## src/rtl/fpc_pkg.sv

```systemverilog
`timescale 1ns / 1ps
// ----------------------------------------------------------------------------
// fpc_pkg
// Types, codes and fixed tables of the fuzzy pendulum controller.
// ----------------------------------------------------------------------------
package fpc_pkg;

    typedef struct packed {
        logic signed [15:0] cart_position;
        logic signed [15:0] cart_velocity;
        logic signed [15:0] pole_angle;
        logic signed [15:0] pole_rate;
    } fpc_in_t;

    typedef struct packed {
        logic signed [16:0] drive_force;
        logic               no_rule_fired;
    } fpc_out_t;

    localparam int QUOT_W      = 17;
    localparam int STEP_W      = 5;
    localparam int TABLE_RULES = 50;
    localparam int MEM_DEPTH   = 20;
    localparam int MEM_AW      = 5;
    localparam logic [16:0] FORCE_MAX = 17'd65280;

    typedef struct packed {
        logic              start;
        logic [STEP_W-1:0] steps;
    } div_ctl_t;

    localparam logic [1:0] CFG_VERY_LARGE = 2'd0;
    localparam logic [1:0] CFG_LARGE      = 2'd1;
    localparam logic [1:0] CFG_MEDIUM     = 2'd2;
    localparam logic [1:0] CFG_SMALL      = 2'd3;

    typedef enum logic [3:0] {
        OUT_NVL = 4'd0,
        OUT_NL  = 4'd1,
        OUT_NM  = 4'd2,
        OUT_NS  = 4'd3,
        OUT_ZE  = 4'd4,
        OUT_PS  = 4'd5,
        OUT_PM  = 4'd6,
        OUT_PL  = 4'd7,
        OUT_PVL = 4'd8
    } out_code_t;

    localparam logic [1:0] VAR_POS  = 2'd0;
    localparam logic [1:0] VAR_VEL  = 2'd1;
    localparam logic [1:0] VAR_ANG  = 2'd2;
    localparam logic [1:0] VAR_RATE = 2'd3;

    localparam logic [2:0] SET_NL = 3'd0;
    localparam logic [2:0] SET_NS = 3'd1;
    localparam logic [2:0] SET_ZE = 3'd2;
    localparam logic [2:0] SET_PS = 3'd3;
    localparam logic [2:0] SET_PL = 3'd4;

    typedef enum logic [3:0] {
        ST_IDLE,
        ST_EDGE,
        ST_RAMP_DIV,
        ST_MEM_WR,
        ST_RULE,
        ST_DRAIN,
        ST_DECIDE,
        ST_FINAL_DIV,
        ST_OUT_WAIT
    } state_t;

    // edges per variable, thousandths; index {variable, edge}
    typedef int edge_tab_t [16];

    localparam edge_tab_t EDGE_MILLI_LO = '{
        -200, -150,    0,  150,
        -1600, -200,  100, 1500,
        -500,  -50,    0,  400,
        -200, -100,   80,  150
    };
    localparam edge_tab_t EDGE_MILLI_HI = '{
        -150,    0,  150,  200,
        -1500, -100,  200, 1600,
        -400,    0,   50,  500,
        -150,  -80,  100,  200
    };

    typedef struct packed {
        logic [MEM_AW-1:0] addr_a;
        logic [MEM_AW-1:0] addr_b;
        out_code_t         code;
    } rule_t;

    function automatic rule_t mk_rule(input logic [1:0] v0, input logic [2:0] s0,
                                      input logic [1:0] v1, input logic [2:0] s1,
                                      input out_code_t o);
        rule_t r;
        r.addr_a = MEM_AW'(v0) * MEM_AW'(5) + MEM_AW'(s0);
        r.addr_b = MEM_AW'(v1) * MEM_AW'(5) + MEM_AW'(s1);
        r.code   = o;
        return r;
    endfunction

    function automatic rule_t rule_entry(input logic [5:0] idx);
        rule_t r;
        r = mk_rule(VAR_ANG, SET_ZE, VAR_RATE, SET_ZE, OUT_ZE);
        case (idx)
            6'd0:  r = mk_rule(VAR_ANG, SET_NL, VAR_RATE, SET_NL, OUT_NVL);
            6'd1:  r = mk_rule(VAR_ANG, SET_NS, VAR_RATE, SET_NL, OUT_NVL);
            6'd2:  r = mk_rule(VAR_ANG, SET_NL, VAR_RATE, SET_NS, OUT_NVL);
            6'd3:  r = mk_rule(VAR_ANG, SET_NL, VAR_RATE, SET_ZE, OUT_NL);
            6'd4:  r = mk_rule(VAR_ANG, SET_NS, VAR_RATE, SET_NS, OUT_NL);
            6'd5:  r = mk_rule(VAR_ANG, SET_ZE, VAR_RATE, SET_NL, OUT_ZE);
            6'd6:  r = mk_rule(VAR_ANG, SET_PS, VAR_RATE, SET_NL, OUT_PL);
            6'd7:  r = mk_rule(VAR_ANG, SET_NS, VAR_RATE, SET_ZE, OUT_NL);
            6'd8:  r = mk_rule(VAR_ANG, SET_ZE, VAR_RATE, SET_NS, OUT_ZE);
            6'd9:  r = mk_rule(VAR_ANG, SET_PL, VAR_RATE, SET_NL, OUT_PL);
            6'd10: r = mk_rule(VAR_ANG, SET_NL, VAR_RATE, SET_PS, OUT_NL);
            6'd11: r = mk_rule(VAR_ANG, SET_NS, VAR_RATE, SET_PS, OUT_NL);
            6'd12: r = mk_rule(VAR_ANG, SET_ZE, VAR_RATE, SET_ZE, OUT_ZE);
            6'd13: r = mk_rule(VAR_ANG, SET_PS, VAR_RATE, SET_NS, OUT_PL);
            6'd14: r = mk_rule(VAR_ANG, SET_PL, VAR_RATE, SET_NS, OUT_PL);
            6'd15: r = mk_rule(VAR_ANG, SET_NL, VAR_RATE, SET_PL, OUT_NL);
            6'd16: r = mk_rule(VAR_ANG, SET_ZE, VAR_RATE, SET_PS, OUT_ZE);
            6'd17: r = mk_rule(VAR_ANG, SET_PS, VAR_RATE, SET_ZE, OUT_PL);
            6'd18: r = mk_rule(VAR_ANG, SET_NS, VAR_RATE, SET_PL, OUT_NL);
            6'd19: r = mk_rule(VAR_ANG, SET_ZE, VAR_RATE, SET_PL, OUT_ZE);
            6'd20: r = mk_rule(VAR_ANG, SET_PS, VAR_RATE, SET_PS, OUT_PL);
            6'd21: r = mk_rule(VAR_ANG, SET_PL, VAR_RATE, SET_ZE, OUT_PL);
            6'd22: r = mk_rule(VAR_ANG, SET_PS, VAR_RATE, SET_PL, OUT_PVL);
            6'd23: r = mk_rule(VAR_ANG, SET_PL, VAR_RATE, SET_PS, OUT_PVL);
            6'd24: r = mk_rule(VAR_ANG, SET_PL, VAR_RATE, SET_PL, OUT_PVL);
            6'd25: r = mk_rule(VAR_POS, SET_PL, VAR_VEL, SET_PL, OUT_PM);
            6'd26: r = mk_rule(VAR_POS, SET_PL, VAR_VEL, SET_PS, OUT_PM);
            6'd27: r = mk_rule(VAR_POS, SET_PS, VAR_VEL, SET_PL, OUT_PM);
            6'd28: r = mk_rule(VAR_POS, SET_NS, VAR_VEL, SET_PL, OUT_NM);
            6'd29: r = mk_rule(VAR_POS, SET_ZE, VAR_VEL, SET_PL, OUT_ZE);
            6'd30: r = mk_rule(VAR_POS, SET_PS, VAR_VEL, SET_PS, OUT_PM);
            6'd31: r = mk_rule(VAR_POS, SET_PL, VAR_VEL, SET_ZE, OUT_PM);
            6'd32: r = mk_rule(VAR_POS, SET_ZE, VAR_VEL, SET_PS, OUT_ZE);
            6'd33: r = mk_rule(VAR_POS, SET_PS, VAR_VEL, SET_ZE, OUT_PM);
            6'd34: r = mk_rule(VAR_POS, SET_PL, VAR_VEL, SET_NS, OUT_PM);
            6'd35: r = mk_rule(VAR_POS, SET_NL, VAR_VEL, SET_PL, OUT_NM);
            6'd36: r = mk_rule(VAR_POS, SET_NS, VAR_VEL, SET_PS, OUT_NM);
            6'd37: r = mk_rule(VAR_POS, SET_ZE, VAR_VEL, SET_ZE, OUT_ZE);
            6'd38: r = mk_rule(VAR_POS, SET_PS, VAR_VEL, SET_NS, OUT_PM);
            6'd39: r = mk_rule(VAR_POS, SET_PL, VAR_VEL, SET_NL, OUT_PM);
            6'd40: r = mk_rule(VAR_POS, SET_NL, VAR_VEL, SET_PS, OUT_NM);
            6'd41: r = mk_rule(VAR_POS, SET_NS, VAR_VEL, SET_ZE, OUT_NM);
            6'd42: r = mk_rule(VAR_POS, SET_ZE, VAR_VEL, SET_NS, OUT_ZE);
            6'd43: r = mk_rule(VAR_POS, SET_NL, VAR_VEL, SET_ZE, OUT_NM);
            6'd44: r = mk_rule(VAR_POS, SET_NS, VAR_VEL, SET_NS, OUT_NM);
            6'd45: r = mk_rule(VAR_POS, SET_ZE, VAR_VEL, SET_NL, OUT_ZE);
            6'd46: r = mk_rule(VAR_POS, SET_PS, VAR_VEL, SET_NL, OUT_PM);
            6'd47: r = mk_rule(VAR_POS, SET_NL, VAR_VEL, SET_NS, OUT_NM);
            6'd48: r = mk_rule(VAR_POS, SET_NS, VAR_VEL, SET_NL, OUT_NM);
            6'd49: r = mk_rule(VAR_POS, SET_NL, VAR_VEL, SET_NL, OUT_NM);
            default: r = mk_rule(VAR_ANG, SET_ZE, VAR_RATE, SET_ZE, OUT_ZE);
        endcase
        return r;
    endfunction

endpackage

```

## src/rtl/fpc_ram.sv

```systemverilog
`timescale 1ns / 1ps
// ----------------------------------------------------------------------------
// fpc_ram
// Generic RAM: one write port, two registered read ports.
// ----------------------------------------------------------------------------
module fpc_ram #(
    parameter int WIDTH = 13,
    parameter int DEPTH = 20
) (
    input  logic                     clk,
    input  logic                     we,
    input  logic [$clog2(DEPTH)-1:0] waddr,
    input  logic [WIDTH-1:0]         wdata,
    input  logic [$clog2(DEPTH)-1:0] raddr_a,
    input  logic [$clog2(DEPTH)-1:0] raddr_b,
    output logic [WIDTH-1:0]         rdata_a,
    output logic [WIDTH-1:0]         rdata_b
);

    logic [WIDTH-1:0] mem_reg [DEPTH];

    always_ff @(posedge clk)
    begin
        if (we)
        begin
            mem_reg[waddr] <= wdata;
        end
        rdata_a <= mem_reg[raddr_a];
        rdata_b <= mem_reg[raddr_b];
    end

endmodule

```

## src/rtl/fpc_divider.sv

```systemverilog
`timescale 1ns / 1ps
// ----------------------------------------------------------------------------
// fpc_divider
// Shared restoring divider, one quotient bit per cycle.
// ----------------------------------------------------------------------------
module fpc_divider #(
    parameter int DW = 22
) (
    input  logic                   clk,
    input  logic                   rst_n,
    input  fpc_pkg::div_ctl_t      ctl,
    input  logic [DW-2:0]          rem_init,
    input  logic [fpc_pkg::QUOT_W-1:0] low_init,
    input  logic [DW-2:0]          divisor,
    output logic [fpc_pkg::QUOT_W-1:0] quotient,
    output logic                   done
);
    import fpc_pkg::*;

    logic [DW-2:0]       rem_reg, rem_next;
    logic [QUOT_W-1:0]   low_reg, low_next;
    logic [QUOT_W-1:0]   quo_reg, quo_next;
    logic [DW-2:0]       div_reg;
    logic [STEP_W-1:0]   cnt_reg, cnt_next;
    logic                busy_reg, busy_next;
    logic                done_reg, done_next;
    logic [DW-1:0]       trial;
    logic [DW-1:0]       diff;
    logic                ge;

    assign trial = {rem_reg, low_reg[QUOT_W-1]};
    assign diff  = trial - {1'b0, div_reg};
    assign ge    = trial >= {1'b0, div_reg};

    always_comb
    begin
        rem_next  = rem_reg;
        low_next  = low_reg;
        quo_next  = quo_reg;
        cnt_next  = cnt_reg;
        busy_next = busy_reg;
        done_next = 1'b0;
        if (ctl.start)
        begin
            rem_next  = rem_init;
            low_next  = low_init;
            quo_next  = '0;
            cnt_next  = ctl.steps;
            busy_next = 1'b1;
        end
        else if (busy_reg)
        begin
            rem_next = ge ? diff[DW-2:0] : trial[DW-2:0];
            low_next = {low_reg[QUOT_W-2:0], 1'b0};
            quo_next = {quo_reg[QUOT_W-2:0], ge};
            cnt_next = cnt_reg - STEP_W'(1);
            if (cnt_reg == STEP_W'(1))
            begin
                busy_next = 1'b0;
                done_next = 1'b1;
            end
        end
    end

    always_ff @(posedge clk or negedge rst_n)
    begin
        if (!rst_n)
        begin
            busy_reg <= 1'b0;
            done_reg <= 1'b0;
            cnt_reg  <= '0;
        end
        else
        begin
            busy_reg <= busy_next;
            done_reg <= done_next;
            cnt_reg  <= cnt_next;
        end
    end

    always_ff @(posedge clk)
    begin
        rem_reg <= rem_next;
        low_reg <= low_next;
        quo_reg <= quo_next;
        if (ctl.start)
        begin
            div_reg <= divisor;
        end
    end

    assign quotient = quo_reg;
    assign done     = done_reg;

endmodule

```

## src/rtl/fuzzy_pendulum_controller.sv

```systemverilog
`timescale 1ns / 1ps
// ----------------------------------------------------------------------------
// fuzzy_pendulum_controller
// Zero-order Sugeno fuzzy controller for a cart-pole, one shared divider.
// ----------------------------------------------------------------------------
// Sequence from accept: edge ramps, divided only where the input lies on a
// slope; membership writes; the rule scan; and the final divide, skipped
// when no rule fires.
// Throughput: one item at a time; in_stall is high from accept until the
// result is loaded into the output register.
// Reset: control state cleared, registers return to 120/40/13/5.
module fuzzy_pendulum_controller #(
    parameter int NUM_RULES        = 50,
    parameter int INPUT_FRAC_BITS  = 12,
    parameter int MEMBER_FRAC_BITS = 12
) (
    input  logic              clk,
    input  logic              rst_n,
    input  logic              in_valid,
    output logic              in_stall,
    input  fpc_pkg::fpc_in_t  in_data,
    output logic              out_valid,
    input  logic              out_stall,
    output fpc_pkg::fpc_out_t out_data,
    input  logic              cfg_write,
    input  logic [1:0]        cfg_index,
    input  logic [7:0]        cfg_data
);
    import fpc_pkg::*;

    localparam int MFB = MEMBER_FRAC_BITS;
    localparam int MW  = MFB + 1;
    localparam int SWW = MFB + 7;
    localparam int SW  = MFB + 17;
    localparam int PW  = MW + 10;
    localparam int DW  = ((MFB + 10) > (INPUT_FRAC_BITS + 3)) ? (MFB + 10)
                                                               : (INPUT_FRAC_BITS + 3);
    localparam int RULES_USED = (NUM_RULES < TABLE_RULES) ? NUM_RULES : TABLE_RULES;
    localparam int RIW = (RULES_USED > 1) ? $clog2(RULES_USED) : 1;
    localparam logic [MW-1:0] ONE = MW'(1) << MFB;

    function automatic int to_fixed(input int milli);
        longint mag;
        longint r;
        mag = (milli < 0) ? -longint'(milli) : longint'(milli);
        r   = (mag * (longint'(1) << INPUT_FRAC_BITS) + 500) / 1000;
        return (milli < 0) ? -int'(r) : int'(r);
    endfunction

    function automatic edge_tab_t build_edges(input edge_tab_t milli);
        edge_tab_t t;
        for (int i = 0; i < 16; i++)
        begin
            t[i] = to_fixed(milli[i]);
        end
        return t;
    endfunction

    localparam edge_tab_t EDGE_LO = build_edges(EDGE_MILLI_LO);
    localparam edge_tab_t EDGE_HI = build_edges(EDGE_MILLI_HI);

    state_t state_reg, state_next;

    fpc_in_t         in_reg;
    logic [1:0]      var_reg;
    logic [1:0]      edge_reg;
    logic [2:0]      set_reg;
    logic [RIW-1:0]  rule_idx_reg;
    logic [MW-1:0]   r_reg [4];
    logic            p_valid_reg;
    out_code_t       p_code_reg;
    logic [SWW-1:0]  sum_w_reg;
    logic signed [SW-1:0] sum_ws_reg;
    logic [7:0]      vl_reg, lg_reg, md_reg, sm_reg;
    logic            out_valid_reg;
    fpc_out_t        out_reg;

    // control strobes
    logic accept_in, edge_fixed, ramp_start, ramp_store, mem_we;
    logic rule_issue, final_start, out_load;

    logic signed [15:0] x_sel;
    logic signed [31:0] x_ext, lo_v, hi_v, x_off, width;
    logic               in_slope;
    logic [3:0]         edge_idx;
    rule_t              rule_cur;
    logic [MW-1:0]      rd_a, rd_b, w_min, mem_wdata;
    logic [MEM_AW-1:0]  mem_waddr;
    logic signed [9:0]  sing;
    logic signed [PW-1:0] prod;
    logic [SW-1:0]      abs_ws;
    div_ctl_t           div_ctl;
    logic [DW-2:0]      div_rem, div_den;
    logic [QUOT_W-1:0]  div_low, div_q;
    logic               div_done;
    logic [QUOT_W-1:0]  mag;
    fpc_out_t           result;

    assign in_stall  = (state_reg != ST_IDLE);
    assign out_valid = out_valid_reg;
    assign out_data  = out_reg;

    always_comb
    begin
        case (var_reg)
            VAR_POS: x_sel = in_reg.cart_position;
            VAR_VEL: x_sel = in_reg.cart_velocity;
            VAR_ANG: x_sel = in_reg.pole_angle;
            default: x_sel = in_reg.pole_rate;
        endcase
    end

    assign edge_idx = {var_reg, edge_reg};
    assign x_ext    = 32'(x_sel);
    assign lo_v     = EDGE_LO[edge_idx];
    assign hi_v     = EDGE_HI[edge_idx];
    assign x_off    = x_ext - lo_v;
    assign width    = hi_v - lo_v;
    assign in_slope = (x_ext > lo_v) && (x_ext < hi_v);

    assign rule_cur = rule_entry(6'(rule_idx_reg));

    always_comb
    begin
        case (set_reg)
            SET_NL:  mem_wdata = ONE - r_reg[0];
            SET_NS:  mem_wdata = r_reg[0] - r_reg[1];
            SET_ZE:  mem_wdata = r_reg[1] - r_reg[2];
            SET_PS:  mem_wdata = r_reg[2] - r_reg[3];
            default: mem_wdata = r_reg[3];
        endcase
    end

    assign mem_waddr = MEM_AW'(var_reg) * MEM_AW'(5) + MEM_AW'(set_reg);

    fpc_ram #(
        .WIDTH (MW),
        .DEPTH (MEM_DEPTH)
    ) u_mu_ram (
        .clk     (clk),
        .we      (mem_we),
        .waddr   (mem_waddr),
        .wdata   (mem_wdata),
        .raddr_a (rule_cur.addr_a),
        .raddr_b (rule_cur.addr_b),
        .rdata_a (rd_a),
        .rdata_b (rd_b)
    );

    assign w_min = (rd_a < rd_b) ? rd_a : rd_b;

    always_comb
    begin
        case (p_code_reg)
            OUT_NVL: sing = -$signed({2'b00, vl_reg});
            OUT_NL:  sing = -$signed({2'b00, lg_reg});
            OUT_NM:  sing = -$signed({2'b00, md_reg});
            OUT_NS:  sing = -$signed({2'b00, sm_reg});
            OUT_PS:  sing = $signed({2'b00, sm_reg});
            OUT_PM:  sing = $signed({2'b00, md_reg});
            OUT_PL:  sing = $signed({2'b00, lg_reg});
            OUT_PVL: sing = $signed({2'b00, vl_reg});
            default: sing = '0;
        endcase
    end

    assign prod   = $signed({1'b0, w_min}) * sing;
    assign abs_ws = sum_ws_reg[SW-1] ? SW'(-sum_ws_reg) : SW'(sum_ws_reg);

    always_comb
    begin
        div_ctl.start = ramp_start || final_start;
        div_ctl.steps = final_start ? STEP_W'(QUOT_W) : STEP_W'(MFB);
        if (final_start)
        begin
            div_rem = (DW-1)'(abs_ws >> 9);
            div_low = {abs_ws[8:0], 8'b0};
            div_den = (DW-1)'(sum_w_reg);
        end
        else
        begin
            div_rem = x_off[DW-2:0];
            div_low = '0;
            div_den = width[DW-2:0];
        end
    end

    fpc_divider #(
        .DW (DW)
    ) u_div (
        .clk      (clk),
        .rst_n    (rst_n),
        .ctl      (div_ctl),
        .rem_init (div_rem),
        .low_init (div_low),
        .divisor  (div_den),
        .quotient (div_q),
        .done     (div_done)
    );

    always_comb
    begin
        mag = (div_q > FORCE_MAX) ? FORCE_MAX : div_q;
        if (sum_w_reg == '0)
        begin
            result.drive_force   = '0;
            result.no_rule_fired = 1'b1;
        end
        else
        begin
            result.drive_force   = sum_ws_reg[SW-1] ? -$signed(mag) : $signed(mag);
            result.no_rule_fired = 1'b0;
        end
    end

    // next state
    always_comb
    begin
        state_next = state_reg;
        unique case (state_reg)
            ST_IDLE:
                if (in_valid)
                    state_next = ST_EDGE;
            ST_EDGE:
                if (in_slope)
                    state_next = ST_RAMP_DIV;
                else if (edge_reg == 2'd3)
                    state_next = ST_MEM_WR;
            ST_RAMP_DIV:
                if (div_done)
                    state_next = (edge_reg == 2'd3) ? ST_MEM_WR : ST_EDGE;
            ST_MEM_WR:
                if (set_reg == SET_PL)
                    state_next = (var_reg == VAR_RATE) ? ST_RULE : ST_EDGE;
            ST_RULE:
                if (rule_idx_reg == RIW'(RULES_USED - 1))
                    state_next = ST_DRAIN;
            ST_DRAIN:
                state_next = ST_DECIDE;
            ST_DECIDE:
                state_next = (sum_w_reg == '0) ? ST_OUT_WAIT : ST_FINAL_DIV;
            ST_FINAL_DIV:
                if (div_done)
                    state_next = ST_OUT_WAIT;
            ST_OUT_WAIT:
                if (!out_valid_reg || !out_stall)
                    state_next = ST_IDLE;
            default:
                state_next = ST_IDLE;
        endcase
    end

    // control outputs
    always_comb
    begin
        accept_in   = 1'b0;
        edge_fixed  = 1'b0;
        ramp_start  = 1'b0;
        ramp_store  = 1'b0;
        mem_we      = 1'b0;
        rule_issue  = 1'b0;
        final_start = 1'b0;
        out_load    = 1'b0;
        unique case (state_reg)
            ST_IDLE:      accept_in   = in_valid;
            ST_EDGE:
            begin
                edge_fixed = !in_slope;
                ramp_start = in_slope;
            end
            ST_RAMP_DIV:  ramp_store  = div_done;
            ST_MEM_WR:    mem_we      = 1'b1;
            ST_RULE:      rule_issue  = 1'b1;
            ST_DRAIN:     ;
            ST_DECIDE:    final_start = (sum_w_reg != '0);
            ST_FINAL_DIV: ;
            ST_OUT_WAIT:  out_load    = !out_valid_reg || !out_stall;
            default:      ;
        endcase
    end

    always_ff @(posedge clk or negedge rst_n)
    begin
        if (!rst_n)
        begin
            state_reg     <= ST_IDLE;
            var_reg       <= '0;
            edge_reg      <= '0;
            set_reg       <= '0;
            rule_idx_reg  <= '0;
            p_valid_reg   <= 1'b0;
            out_valid_reg <= 1'b0;
            vl_reg        <= 8'd120;
            lg_reg        <= 8'd40;
            md_reg        <= 8'd13;
            sm_reg        <= 8'd5;
        end
        else
        begin
            state_reg   <= state_next;
            p_valid_reg <= rule_issue;
            if (accept_in)
            begin
                var_reg      <= '0;
                edge_reg     <= '0;
                set_reg      <= '0;
                rule_idx_reg <= '0;
            end
            if (edge_fixed || ramp_store)
            begin
                edge_reg <= edge_reg + 2'd1;
            end
            if (mem_we)
            begin
                if (set_reg == SET_PL)
                begin
                    set_reg <= '0;
                    var_reg <= var_reg + 2'd1;
                end
                else
                begin
                    set_reg <= set_reg + 3'd1;
                end
            end
            if (rule_issue)
            begin
                rule_idx_reg <= rule_idx_reg + RIW'(1);
            end
            if (out_load)
            begin
                out_valid_reg <= 1'b1;
            end
            else if (!out_stall)
            begin
                out_valid_reg <= 1'b0;
            end
            if (cfg_write)
            begin
                unique case (cfg_index)
                    CFG_VERY_LARGE: vl_reg <= cfg_data;
                    CFG_LARGE:      lg_reg <= cfg_data;
                    CFG_MEDIUM:     md_reg <= cfg_data;
                    CFG_SMALL:      sm_reg <= cfg_data;
                    default:        ;
                endcase
            end
        end
    end

    always_ff @(posedge clk)
    begin
        if (accept_in)
        begin
            in_reg     <= in_data;
            sum_w_reg  <= '0;
            sum_ws_reg <= '0;
        end
        else if (p_valid_reg)
        begin
            sum_w_reg  <= sum_w_reg + SWW'(w_min);
            sum_ws_reg <= sum_ws_reg + SW'(prod);
        end
        p_code_reg <= rule_cur.code;
        if (edge_fixed)
        begin
            r_reg[edge_reg] <= (x_ext <= lo_v) ? '0 : ONE;
        end
        else if (ramp_store)
        begin
            r_reg[edge_reg] <= MW'(div_q[MFB-1:0]);
        end
        if (out_load)
        begin
            out_reg <= result;
        end
    end

`ifndef SYNTHESIS
    a_load_from_wait: assert property (@(posedge clk) disable iff (!rst_n)
        out_load |-> (state_reg == ST_OUT_WAIT))
        else $error("result loaded outside output wait");

    a_flag_zero: assert property (@(posedge clk) disable iff (!rst_n)
        (out_valid && out_data.no_rule_fired) |-> (out_data.drive_force == '0))
        else $error("no_rule_fired with nonzero force");

    a_div_done_state: assert property (@(posedge clk) disable iff (!rst_n)
        div_done |-> (state_reg == ST_RAMP_DIV || state_reg == ST_FINAL_DIV))
        else $error("divider finished outside a divide state");

    a_accept_start: assert property (@(posedge clk) disable iff (!rst_n)
        (in_valid && !in_stall) |=> (state_reg == ST_EDGE && var_reg == VAR_POS))
        else $error("item accepted but fuzzification did not start");
`endif

endmodule

```

## config.mk

```make
export PLATFORM = sky130hd
export DESIGN_NAME = fuzzy_pendulum_controller
export DESIGN_NICKNAME = d
export VERILOG_FILES = /design/src/rtl/fpc_pkg.sv /design/src/rtl/fpc_ram.sv /design/src/rtl/fpc_divider.sv /design/src/rtl/fuzzy_pendulum_controller.sv
export SDC_FILE = /design/constraint.sdc
export NUM_CORES = 2
export LEC_CHECK = 0
export ABC_AREA = 1
export BUFFER_PORTS_ARGS = -buffer_cell sky130_fd_sc_hd__buf_2
export CAP_MARGIN = 20
export CORE_MARGIN = 3
export CORE_UTILIZATION = 35
export DETAILED_ROUTE_END_ITERATION = 6
export PLACE_DENSITY = 0.49
export RECOVER_POWER = 50
export SYNTH_ARGS = -nofsm -noshare
export SYNTH_HDL_FRONTEND = slang
export SYNTH_SLANG_ARGS = --single-unit
```

## constraint.sdc

```tcl
create_clock -name clk -period 10.67 [get_ports clk]
set_input_delay 1.6005 -clock clk [delete_from_list [all_inputs] [get_ports clk]]
set_output_delay 1.6005 -clock clk [all_outputs]
set_load 0.03 [all_outputs]
```

After elaboration in Yosys (flattened, before gate mapping)
Memories as Yosys holds them, arrays and structs flattened. A register that Yosys moved wholly into a read port is not among the register bits.
Cells that the tools add are included.
{"block": "totals", "word_cells": 195, "romBits": 1856, "n_memories": 5, "ff_bits": 268, "mem_bits_rw": 312}
{"name": "(name not given)", "depth": 64, "word_bits": 13, "read_ports": 1, "rd_ports_with_merged_regs": 0, "wr": 0, "line": "fpc_pkg.sv:107", "text": "case (idx)"}
{"name": "(name not given)", "depth": 16, "word_bits": 32, "read_ports": 1, "rd_ports_with_merged_regs": 0, "wr": 0, "line": "fuzzy_pendulum_controller.sv:116", "text": "assign hi_v = EDGE_HI[edge_idx];"}
{"name": "(name not given)", "depth": 16, "word_bits": 32, "read_ports": 1, "rd_ports_with_merged_regs": 0, "wr": 0, "line": "fuzzy_pendulum_controller.sv:115", "text": "assign lo_v = EDGE_LO[edge_idx];"}
{"name": "u_mu_ram.mem_reg", "depth": 20, "word_bits": 13, "read_ports": 2, "rd_ports_with_merged_regs": 2, "wr": 1, "line": "fpc_ram.sv:20", "text": "logic [WIDTH-1:0] mem_reg [DEPTH];"}
{"name": "r_reg", "depth": 4, "word_bits": 13, "read_ports": 4, "rd_ports_with_merged_regs": 0, "wr": 1, "line": "fuzzy_pendulum_controller.sv:69", "text": "logic [MW-1:0] r_reg [4];"}
{"block": "op_classes", "mux": 70, "eq_ne": 36, "multipliers": 2, "reduce_logical": 24, "add_sub_neg": 21, "n_bitwise": 2, "magnitude_cmp": 7}
{"cell": "32-bit two-way mux", "count": 4}
{"cell": "17-bit two-way mux", "count": 5}
{"cell": "21-bit two-way mux", "count": 4}
{"cell": "10-bit case mux with 8 select lines", "count": 1}
{"cell": "13-bit case mux with 4 select lines", "count": 1}
{"cell": "16-bit case mux with 3 select lines", "count": 1}
{"cell": "21-bit subtractor", "count": 2}
{"cell": "8-bit negator with 10-bit output", "count": 4}
{"cell": "13-bit two-way mux", "count": 3}
{"cell": "13-bit subtractor", "count": 3}
{"cell": "4-bit two-way mux", "count": 9}
{"cell": "4-bit case mux with 9 select lines", "count": 1}
{"cell": "16-bit by 32-bit > comparator with 1-bit output", "count": 1}
{"cell": "16-bit by 32-bit <= comparator with 1-bit output", "count": 1}
{"cell": "16-bit by 32-bit less-than comparator with 1-bit output", "count": 1}
{"cell": "29-bit by 23-bit adder with 29-bit output", "count": 1}
{"cell": "29-bit two-way mux", "count": 1}
{"cell": "29-bit negator", "count": 1}
{"cell": "4-bit by 3-bit equality test with 1-bit output, second input constant", "count": 7}
{"cell": "1-bit two-way mux", "count": 24}
{"cell": "14-bit by 10-bit multiplier with 23-bit output", "count": 1}
{"cell": "22-bit by 21-bit greater-or-equal comparator with 1-bit output", "count": 1}
{"cell": "16-bit by 21-bit subtractor with 21-bit output", "count": 1}
{"cell": "19-bit by 13-bit adder with 19-bit output", "count": 1}
{"cell": "43 further kinds", "count": 83}

Logic depth before layout (Yosys ltp)
{"block": "depth", "ltp_word": 11, "depth_mapped": 48}

Modules after synthesis
From an unflattened synthesis, not the netlist that was laid out.
{"block": "unflattened", "hier_cells": 5400, "area_unflattened_um2": 42689.7}
{"module": "fuzzy_pendulum_controller", "area_per_inst_um2": 23759.0, "seq_area_each_um2": 6354.8, "instances": 1, "cells_each": 3252}
{"module": "fpc_ram", "area_per_inst_um2": 13751.9, "seq_area_each_um2": 8328.0, "instances": 1, "cells_each": 1500}
{"module": "fpc_divider", "area_per_inst_um2": 5178.7, "seq_area_each_um2": 2287.2, "instances": 1, "cells_each": 648}

Least setup slack after synthesis
No wires, ideal clock.
{"block": "synth_path", "kind": "flip-flop to flip-flop", "startpoint": "register u_mu_ram.rdata_b[6] (read register of u_mu_ram.mem_reg)", "endpoint": "register sum_ws_reg[28]", "path_stages_with_launch": 41, "required_time_ns": 10.557, "path_slack_ns": 3.021, "n_path_buf": 1, "setup_ns": 0.113, "period_less_slack_ns": 7.649, "arrival_time_ns": 7.536, "cell_sequence": "dfxtp_1 inv_1 ha_1 a21oi_1 o21ai_1 a2111oi_4 nand2_2 buf_2 o21ai_1 nand2_1 fa_1 fa_1 inv_1 fa_1 fa_1 inv_1 fa_1 inv_1 (+5 left out) nand2_1 nand2_1 a21boi_0 o21ai_0 nand3_1 nand2_1 xor2_1 ha_1 nand2_1 nor2_1 nand2_1 nor3_1 nand2_1 nand3_1 nand3b_1 nand3_1 nor2_1 nor2_1"}
{"block": "synth_via", "elab_chain_cells": 4}
{"item": "start, declared", "line": "fpc_ram.sv:17", "text": "output logic [WIDTH-1:0] rdata_b"}
{"item": "13-bit less-than comparator", "line": "fuzzy_pendulum_controller.sv:150", "text": "assign w_min = (rd_a < rd_b) ? rd_a : rd_b;"}
{"item": "13-bit two-way mux (*)", "line": "fuzzy_pendulum_controller.sv:150"}
{"item": "14-bit by 10-bit multiplier with 23-bit output (*)", "line": "fuzzy_pendulum_controller.sv:167", "text": "assign prod = $signed({1'b0, w_min}) * sing;"}
{"item": "29-bit by 23-bit adder with 29-bit output (*)", "line": "fuzzy_pendulum_controller.sv:361", "text": "sum_ws_reg <= sum_ws_reg + SW'(prod);"}
{"item": "end signal, assigned", "line": "fuzzy_pendulum_controller.sv:361"}
{"item": "end, declared", "line": "fuzzy_pendulum_controller.sv:73", "text": "logic signed [SW-1:0] sum_ws_reg;"}
Mark *: on every way between the ends. The rest lies on a longest branch, timed or not.
A chain may end at the register's enable or synchronous reset.

Final worst setup path
Ends and elaborated chain as after synthesis.

==> impl_metrics.py <==
metrics = {
    "global_route": {
        "antenna_found_initial": 5,
        "grt_use_total": 0.205,
        "grt_max_degree": 122,
        "grt_pass1_vias": 33100,
        "grt_pass1_wl_mm": 194,
        "grt.overflow.total": 0,
    },
    "clock_tree": {
        "path_clk_slew_ps": 60,
        "cts-root-buf": "clkbuf_16",
        "clock-sinks": 598,
        "cts_max_path_buffers": 3,
        "cts_buffers": 75,
        "insertion_delay_ps": 640,
        "cts-hold-fix-buffers": 0,
        "cts_tree": "done",
        "htreeDepth": 3,
        "post_cts_buffers": 0,
        "ctsResizeCount": 0,
    },
    "setup_path": {
        "crit_path_end_kind": "flop",
        "worstPathArrival_ps": 9470,
        "critPathLaunchType": "flop",
        "critPathMostFrequentCell": "nand2_1",
        "cp_slowest_cell": "fa_1",
        "path_buf_inv": 6,
        "max_stage_delay_ps": 560,
        "rr_startpoint": "u_mu_ram.rdata_b[6]",
        "cp_max_fo": 25,
        "crit_path_start": "u_mu_ram.rdata_b[6]",
        "worstPathRequired_ps": 11230,
        "crit_type": "reg -> reg",
        "crit_family": "adder cells",
    },
    "timing": {
        "drv_slew": 211,
        "max_freq_mhz": 112,
        "timing.final.crit_share": 0.835,
        "fin_tns_setup_ps": 0,
        "hold_viol": 0,
        "final.min_clock_period_ps": 8910,
        "fin_skew_ps": 27.4,
        "rsz0062_at_grt": "no",
        "maxSlewHeadroom": -1.40,
        "tightest_slew_ps": 3600,
        "setup_viol": 0,
    },
    "route": {
        "via_count": 34100,
        "routedWlPerCell_um": 18.8,
        "firstDrtPassIters": 6,
        "drt_iter0_drc": 2469,
        "viasPerCell": 5.10,
        "drc": 0,
        "routed_wl_mm": 126,
        "ant_nets": 0,
    },
    "run": {
        "maxCapViolCount": 4,
    },
    "logic_synthesis": {
        "syn_avg_cell_area_um2": 8.11,
        "netlist_instances": 5043,
        "syn_area_um2": 40900,
        "synth_edf_count": 445,
        "synth_top_area_cell": "edfxtp_1",
        "post_synth_num_cell_types": 69,
        "synth_area_leaders": "edfxtp_1 (33%), nand2_1 (11%), ha_1 (7.9%), inv_1 (6.8%), o21ai_0 (5.2%)",
        "yosysSeqAreaShare": 0.409,
        "syn_nets": 5477,
        "ys_ff_latch": 598,
        "synthFlopType": "edfxtp_1",
        "yosys_warnings": 0,
        "synth_top_area_frac": 0.327,
        "async_reset_ff_frac": 0.0970,
    },
    "final_layout": {
        "final_cell_mix": "nand2_1 (1153), inv_1 (745), edfxtp_1 (445), o21ai_0 (422), nor2_1 (381)",
        "area_growth_pct": 10.9,
        "layout-drive-gt1-share": 0.0579,
        "fill_cells": 11800,
        "mostFrequentLayoutCell": "nand2_1",
        "final_net_count": 5540,
        "largest_register_ffs": 260,
    },
    "worst_hold_path": {
        "min_path_type": "reg -> reg",
        "min_from": "md_reg[7]",
    },
    "floorplan": {
        "io_pins": 99,
        "start_util": 0.355,
        "fp.dieH_um": 348,
        "core-area_um2": 115000,
        "rows": 124,
        "fp.dieArea_um2": 121000,
        "die_w_um": 348,
    },
    "placed_design": {
        "dp_hpwl_mm": 91.9,
        "port_buffers": 98,
        "gp_congestion": 0.903,
    },
    "status": {
        "outcome": "complete, but fails checks",
        "failed_checks": "max-capacitance violations, max-slew violations",
    },
}
-- Yosys cell counts (all sizes together), types with 56 or more instances --
cell	n
dfxtp	95
nand2	1159
nor2	388
fa	97
edfxtp	445
inv	757
o21ai	468
o211ai	127
clkbuf	74
a21oi	266
buf	99
xor2	56
nand3	308
ha	258
-- path summary, 6_finish.rpt --
kind / end / slack [ps] / depth (start not counted)
worst max-delay path: sum_ws_reg[28] / 1760 / 41
min in group asynchronous: md_reg[5] / 1300 / 1
worst min-delay path: md_reg[7] / 480 / 2
worst min register to register: md_reg[7] / 480 / 2
max in group asynchronous: rule_idx_reg[1] / 6650 / 2
worst max register to register: sum_ws_reg[28] / 1760 / 41
-- stage by stage --
stage	hold WS [ps]	area (um^2)	cells	util	setup slack (ps)
final	485	45400	6681	0.394	1760
after CTS	487	45500	6679	0.395	1770
after floorplan	453	40900	5043	-	3020
after global routing	509	45400	6680	0.394	816
after detailed placement	473	43000	6541	0.373	1810
after global placement	473	43000	6540	0.373	1970
-- worst min-delay path, cell delays in order, from the launching register on --
cell and delay (ps):
dfrtp_1 340, nand2_1 50, o21ai_0 60
-- final cells by class --
| type | count | area (um^2) | share of cell area |
|---|---|---|---|
| Clock inverter | 28 | 365 | 0.00805 |
| Antenna cell | 2 | 5.00 | 0.000110 |
| Tap cell | 1512 | 1890 | 0.0417 |
| Inverter | 762 | 2860 | 0.0631 |
| Clock buffer | 110 | 2150 | 0.0474 |
| Sequential cell | 598 | 16700 | 0.369 |
| Multi-Input combinational cell | 3510 | 20500 | 0.452 |
| Timing Repair Buffer | 159 | 836 | 0.0184 |
-- logic make-up after synthesis --
kind of cell             synth area share
buffers and inverters              0.0899
XOR/XNOR                           0.0210
multiplexers                     0.000489
adder cells (fa/ha/maj)             0.126
flip-flops                          0.409
AND/OR/NAND/NOR                     0.204
AO/OA/AOI/OAI                       0.149
-- layer usage --
metal	vias to the layer above	share of wire	global-route usage
met5	-	0.000072	0
met3	176	0.037	0.0195
li1	17100	-	-
met1	16100	0.46	0.278
met4	2	0.024	0.0595
met2	687	0.48	0.347
Power is left out: the tool's default activity adds up to more than one toggle a clock period on the data nets, which glitch-free logic cannot reach.
